$ cat src/rtl/core/srtl_pkg.sv
package srtl_pkg;

  localparam int DEFAULT_TABLE_DEPTH = 256;

  localparam int KEY_W     = 24;
  localparam int PORT_W    = 16;
  localparam int STATUS_W  = 3;
  localparam int S_TDATA_W = 40;
  localparam int S_TUSER_W = 1;
  localparam int M_TDATA_W = 16;
  localparam int M_TUSER_W = 3;

  // operation codes carried on s_tuser
  localparam logic OP_LOAD   = 1'b0;
  localparam logic OP_LOOKUP = 1'b1;

  typedef enum logic [STATUS_W-1:0] {
    ST_LOADED  = 3'd0,
    ST_FULL    = 3'd1,
    ST_MATCH   = 3'd2,
    ST_DEFAULT = 3'd3,
    ST_NONE    = 3'd4
  } status_t;

  typedef enum logic [1:0] {
    RES_LOADED,
    RES_FULL,
    RES_LOOKUP
  } res_kind_t;

  // commands from the controller to the datapath
  typedef struct packed {
    logic      capture;
    logic      probe_rd;
    logic      probe_upd;
    logic      pos_rd;
    logic      shift_init;
    logic      shift_step;
    logic      insert;
    logic      result_en;
    res_kind_t result_kind;
  } srtl_cmd_t;

  // status from the datapath to the controller
  typedef struct packed {
    logic is_lookup;
    logic full;
    logic lo_lt_hi;
    logic sh_gt_pos;
    logic wr_pending;
    logic out_free;
  } srtl_sts_t;

endpackage

$ cat src/rtl/core/srtl_ctrl.sv
module srtl_ctrl (
  input  logic                 clk,
  input  logic                 rst,
  input  logic                 s_tvalid,
  output logic                 s_tready,
  input  srtl_pkg::srtl_sts_t  sts,
  output srtl_pkg::srtl_cmd_t  cmd
);
  import srtl_pkg::*;

  typedef enum logic [2:0] {
    S_IDLE,
    S_SEARCH,
    S_COMPARE,
    S_SHIFT,
    S_INSERT,
    S_RESULT
  } state_t;

  state_t    state, state_next;
  res_kind_t res_kind, res_kind_next;

  always_comb begin
    cmd           = '0;
    state_next    = state;
    res_kind_next = res_kind;
    case (state)
      S_IDLE: begin
        if (s_tvalid) begin
          cmd.capture = 1'b1;
          state_next  = S_SEARCH;
        end
      end
      S_SEARCH: begin
        if (!sts.is_lookup && sts.full) begin
          res_kind_next = RES_FULL;
          state_next    = S_RESULT;
        end else if (sts.lo_lt_hi) begin
          cmd.probe_rd = 1'b1;
          state_next   = S_COMPARE;
        end else if (sts.is_lookup) begin
          cmd.pos_rd    = 1'b1;
          res_kind_next = RES_LOOKUP;
          state_next    = S_RESULT;
        end else begin
          cmd.shift_init = 1'b1;
          state_next     = S_SHIFT;
        end
      end
      S_COMPARE: begin
        cmd.probe_upd = 1'b1;
        state_next    = S_SEARCH;
      end
      S_SHIFT: begin
        if (sts.sh_gt_pos || sts.wr_pending) begin
          cmd.shift_step = 1'b1;
        end else begin
          state_next = S_INSERT;
        end
      end
      S_INSERT: begin
        cmd.insert    = 1'b1;
        res_kind_next = RES_LOADED;
        state_next    = S_RESULT;
      end
      S_RESULT: begin
        if (sts.out_free) begin
          cmd.result_en   = 1'b1;
          cmd.result_kind = res_kind;
          state_next      = S_IDLE;
        end
      end
      default: begin
        state_next = S_IDLE;
      end
    endcase
  end

  always_ff @(posedge clk) begin
    if (rst) begin
      state    <= S_IDLE;
      res_kind <= RES_LOADED;
    end else begin
      state    <= state_next;
      res_kind <= res_kind_next;
    end
  end

  assign s_tready = (state == S_IDLE);

endmodule

$ cat config.mk
export PLATFORM = sky130hd
export DESIGN_NAME = srtl_ctrl
export DESIGN_NICKNAME = d
export VERILOG_FILES = /design/src/rtl/core/srtl_pkg.sv /design/src/rtl/core/srtl_ctrl.sv
export SDC_FILE = /design/constraint.sdc
export NUM_CORES = 1
export LEC_CHECK = 0
export ABC_AREA = 1
export ABC_CLOCK_PERIOD_IN_PS = 1320
export BUFFER_PORTS_ARGS = -buffer_cell sky130_fd_sc_hd__buf_4
export CORE_AREA = 2 2 39 41
export DETAILED_ROUTE_END_ITERATION = 7
export DIE_AREA = 0 0 41 43
export PLACE_DENSITY = 0.7
export SETUP_SLACK_MARGIN = 0.02
export SLEW_MARGIN = 20
export SYNTH_ARGS = -nofsm -noshare
export SYNTH_HDL_FRONTEND = slang
export SYNTH_SLANG_ARGS = --single-unit
$ cat constraint.sdc
create_clock -name clk -period 1.32 [get_ports clk]
set_input_delay 0.198 -clock clk [delete_from_list [all_inputs] [get_ports clk]]
set_output_delay 0.198 -clock clk [all_outputs]
set_load 0.01 [all_outputs]
==> results by group <==
Logic synthesis
  • Syn_nets: 86
  • Dominant cell type by area after synthesis: dfxtp_1
  • Area share of the leading cell type in the synthesized netlist: 23.3%
  • Synth top cells by count: nand2_1, inv_1, nor2_1
  • Synthesis-stage register bit count: 5
  • Top FF cell, synth: dfxtp_1
  • Netlist cell types: 13
  • Syn avg cell area: 5.59 µm²
  • Post-Syn Area: 430 µm²
  • Top cells by area, synth: dfxtp_1, nand2_1, inv_1, nor2_1, nand3_1
  • Sequential fraction of the synthesis area: 23.3%
  • Most common cell in the synthesized netlist: nand2_1
  • Post-synth EDFFs: 0
  • Synth Warn #: 0
  • Post-synthesis async set-or-reset flop share: 0%
  • Synthesized netlist cell count: 77

Pwr
  • P per Cell Area: 1140 nW/µm²
  • P_leak: 0.413 nW
  • Gate power share: 52.7%
  • Psw: 0.345 mW
  • Clock power share: 20.3%
  • Sw frac: 39.6%
  • Seq pwr share: 27.0%
  • Internal Power: 0.526 mW
  • Peak supply drop: 723 µV

CTS
  • Clock Sinks: 5
  • Root Driver: clkbuf_4
  • Total CTS buffers: 3
  • CTS Hold Bufs: 0
  • H-tree lvl count: 1
  • Worst-case clock buffer depth: 2
  • Later-pin clock latency in the skew report: 0.24 ns
  • Clock-pin slew on the worst setup and hold paths: 0.05 ns
  • CTS tree: built

Route
  • Post-Route WL: 1.19 mm
  • Drt pass-1 iters: 4
  • DRC viols: 0
  • DRT antenna net count: 0
  • Via count: 561
  • Vias per inst: 4.45
  • Avg WL per Cell: 9.44 µm
  • Drt first-iter violations: 6

GRT
  • Initial antenna violation count: 0
  • First-pass GRT wire length: 1.88 mm
  • Grt ovf: 0
  • Vias in the first global route: 496
  • Overall Global Routing Usage: 15.7%
  • Pin count of the biggest net entering global routing: 7

Floorplanning
  • Die area: 1760 µm²
  • Die height: 43 µm
  • IO Pins: 20
  • Cell row count: 14
  • Core Area: 1380 µm²
  • Starting density of the core: 31.1%
  • Chip width: 41 µm

Worst setup path
  • Crit path max fanout: 6
  • Worst Setup Start Kind: flop
  • Worst setup path class: reg -> out
  • Crit path arrival time: 1.24 ns
  • CP Data Required Time: 1.12 ns
  • Critical Path Sink Type: output pin

STA
  • Slew HR: 83.2%
  • Count of final setup violators: 9
  • Clock Skews: 0.0108 ns
  • Part of the cycle the worst path needs: 109%
  • Min Tclk post-route: 1.43 ns
  • Slew @ Worst Pin: 0.251 ns
  • Unrepaired setup endpoints after global routing: yes
  • Hold Fails Final Rpt: 0
  • Final Max Tran Viols: 0
  • Final WS setup: -0.115 ns
  • Min Hold Slack: 0.110 ns
  • Fmax: 697 MHz

Run status
  • Failing checks: negative setup slack
  • Status: complete, but fails checks

Layout
  • Area delta synth->final: 77.9%
  • Sequential Area: 109 µm²
  • # fillers: 136
  • NumNets Final: 120
  • Final Util: 55.3%
  • Share of layout cells above drive strength 1: 49.1%
  • Diode count: 0
  • Multi-input logic area: 309 µm²
  • Final cell count without fillers: 126

Place
  • RePlAce Congestion: 0.772
  • Dpl cells: 112
  • Number of port buffers: 19
  • Final HPWL DP: 829 µm

Run
  • Max-cap violation count: 0

Min path
  • Hold Path Class: in -> reg
-- cell families (layout without fill, tap and decap cells) --
family	after synthesis	after routing	share of synthesized area [%]
and+or+nand+nor	49	49	53.2
DFF	5	5	23.3
buffers and inverters	17	50	16.6
AOI/OAI and AO/OA	6	6	6.97
-- path summary, 6_finish.rpt --
path	slack, ns	end	depth (start not counted)	start
setup / recovery	-0.11	cmd[5]	4	state[2]$_SDFFE_PP0P_
hold / removal	0.11	state[1]$_SDFFE_PP0P_	2	rst
setup reg to reg	-0.06	res_kind[1]$_SDFFE_PP0P_	7	state[2]$_SDFFE_PP0P_
hold reg to reg	0.49	res_kind[1]$_SDFFE_PP0P_	2	res_kind[1]$_SDFFE_PP0P_
-- sequential cells by signal (all words and copies together) (netlist names) --
name	count
res_kind	2
state	3
-- layout make-up --
class | instances | share of cell area, %
sequential | 5 | 14.2
multi-input combinational | 55 | 40.4
clock buffer | 4 | 3.43
tap | 16 | 2.61
inverter | 16 | 8.50
timing repair buffer | 30 | 30.9
-- critical path, cell delays in order (launching register included) --
cell     delay (ns)
dfxtp_4        0.38
nor3_4         0.24
inv_2          0.06
nor3_2         0.17
buf_4          0.14
-- layer usage --
metal / track usage, % / vias to the layer above / part of all wire, %
met5: 0 / - / 0
met4: 6.00 / 0 / 0
met3: 6.28 / 0 / 5.3
met2: 26.6 / 15 / 53
met1: 16.1 / 247 / 41
li1: - / 299 / -
-- what timing repair did --
item,4_1_cts,5_1_grt
pin swaps,3,7
resized for setup,12,13
gates cloned,0,0
setup buffers,3,8
endpoints found under the setup margin,10,13
-- cell usage in the layout, fill, tap and decap left out --
| master | count |
|---|---|
| buf_4 | 27 |
| nand2_1 | 16 |
| inv_1 | 12 |
| nor2_1 | 12 |
| nand3_1 | 6 |
| nand2_2 | 4 |
| inv_2 | 3 |
| a21oi_1 | 3 |
| o21ai_0 | 3 |
| clkbuf_4 | 3 |
| buf_6 | 3 |
| nor2_4 | 2 |
| nor3_2 | 2 |
| nand3_2 | 2 |
| dfxtp_1 | 2 |
| dfxtp_4 | 2 |
| inv_6 | 1 |
| nand2_4 | 1 |
| nor3_1 | 1 |
| nand3_4 | 1 |
| nor3_4 | 1 |
| nor2_2 | 1 |
| clkbuf_1 | 1 |
| dfxtp_2 | 1 |
-- power by group through the flow --
stage / Sequential [mW] / Combinational (mW) / Clock (mW)
floorplan: 0.201 / 0.253 / 0
global placement: 0.216 / 0.339 / 0
detailed placement: 0.216 / 0.345 / 0
CTS: 0.223 / 0.384 / 0.180
global route: 0.239 / 0.509 / 0.197
finish: 0.235 / 0.459 / 0.177
-- metrics by stage --
stage | instance area (µm²) | TNS, ns | worst slack (ns) | total power, mW
finish | 766 | -0.666 | -0.115 | 0.871
global route | 766 | -1.42 | -0.201 | 0.945
CTS | 666 | -0.333 | -0.101 | 0.787
detailed placement | 589 | 0 | 0.108 | 0.561
global placement | 589 | 0 | 0.137 | 0.555
floorplan | 430 | 0 | 0.149 | 0.453
(Power assumes the default switching activity.)
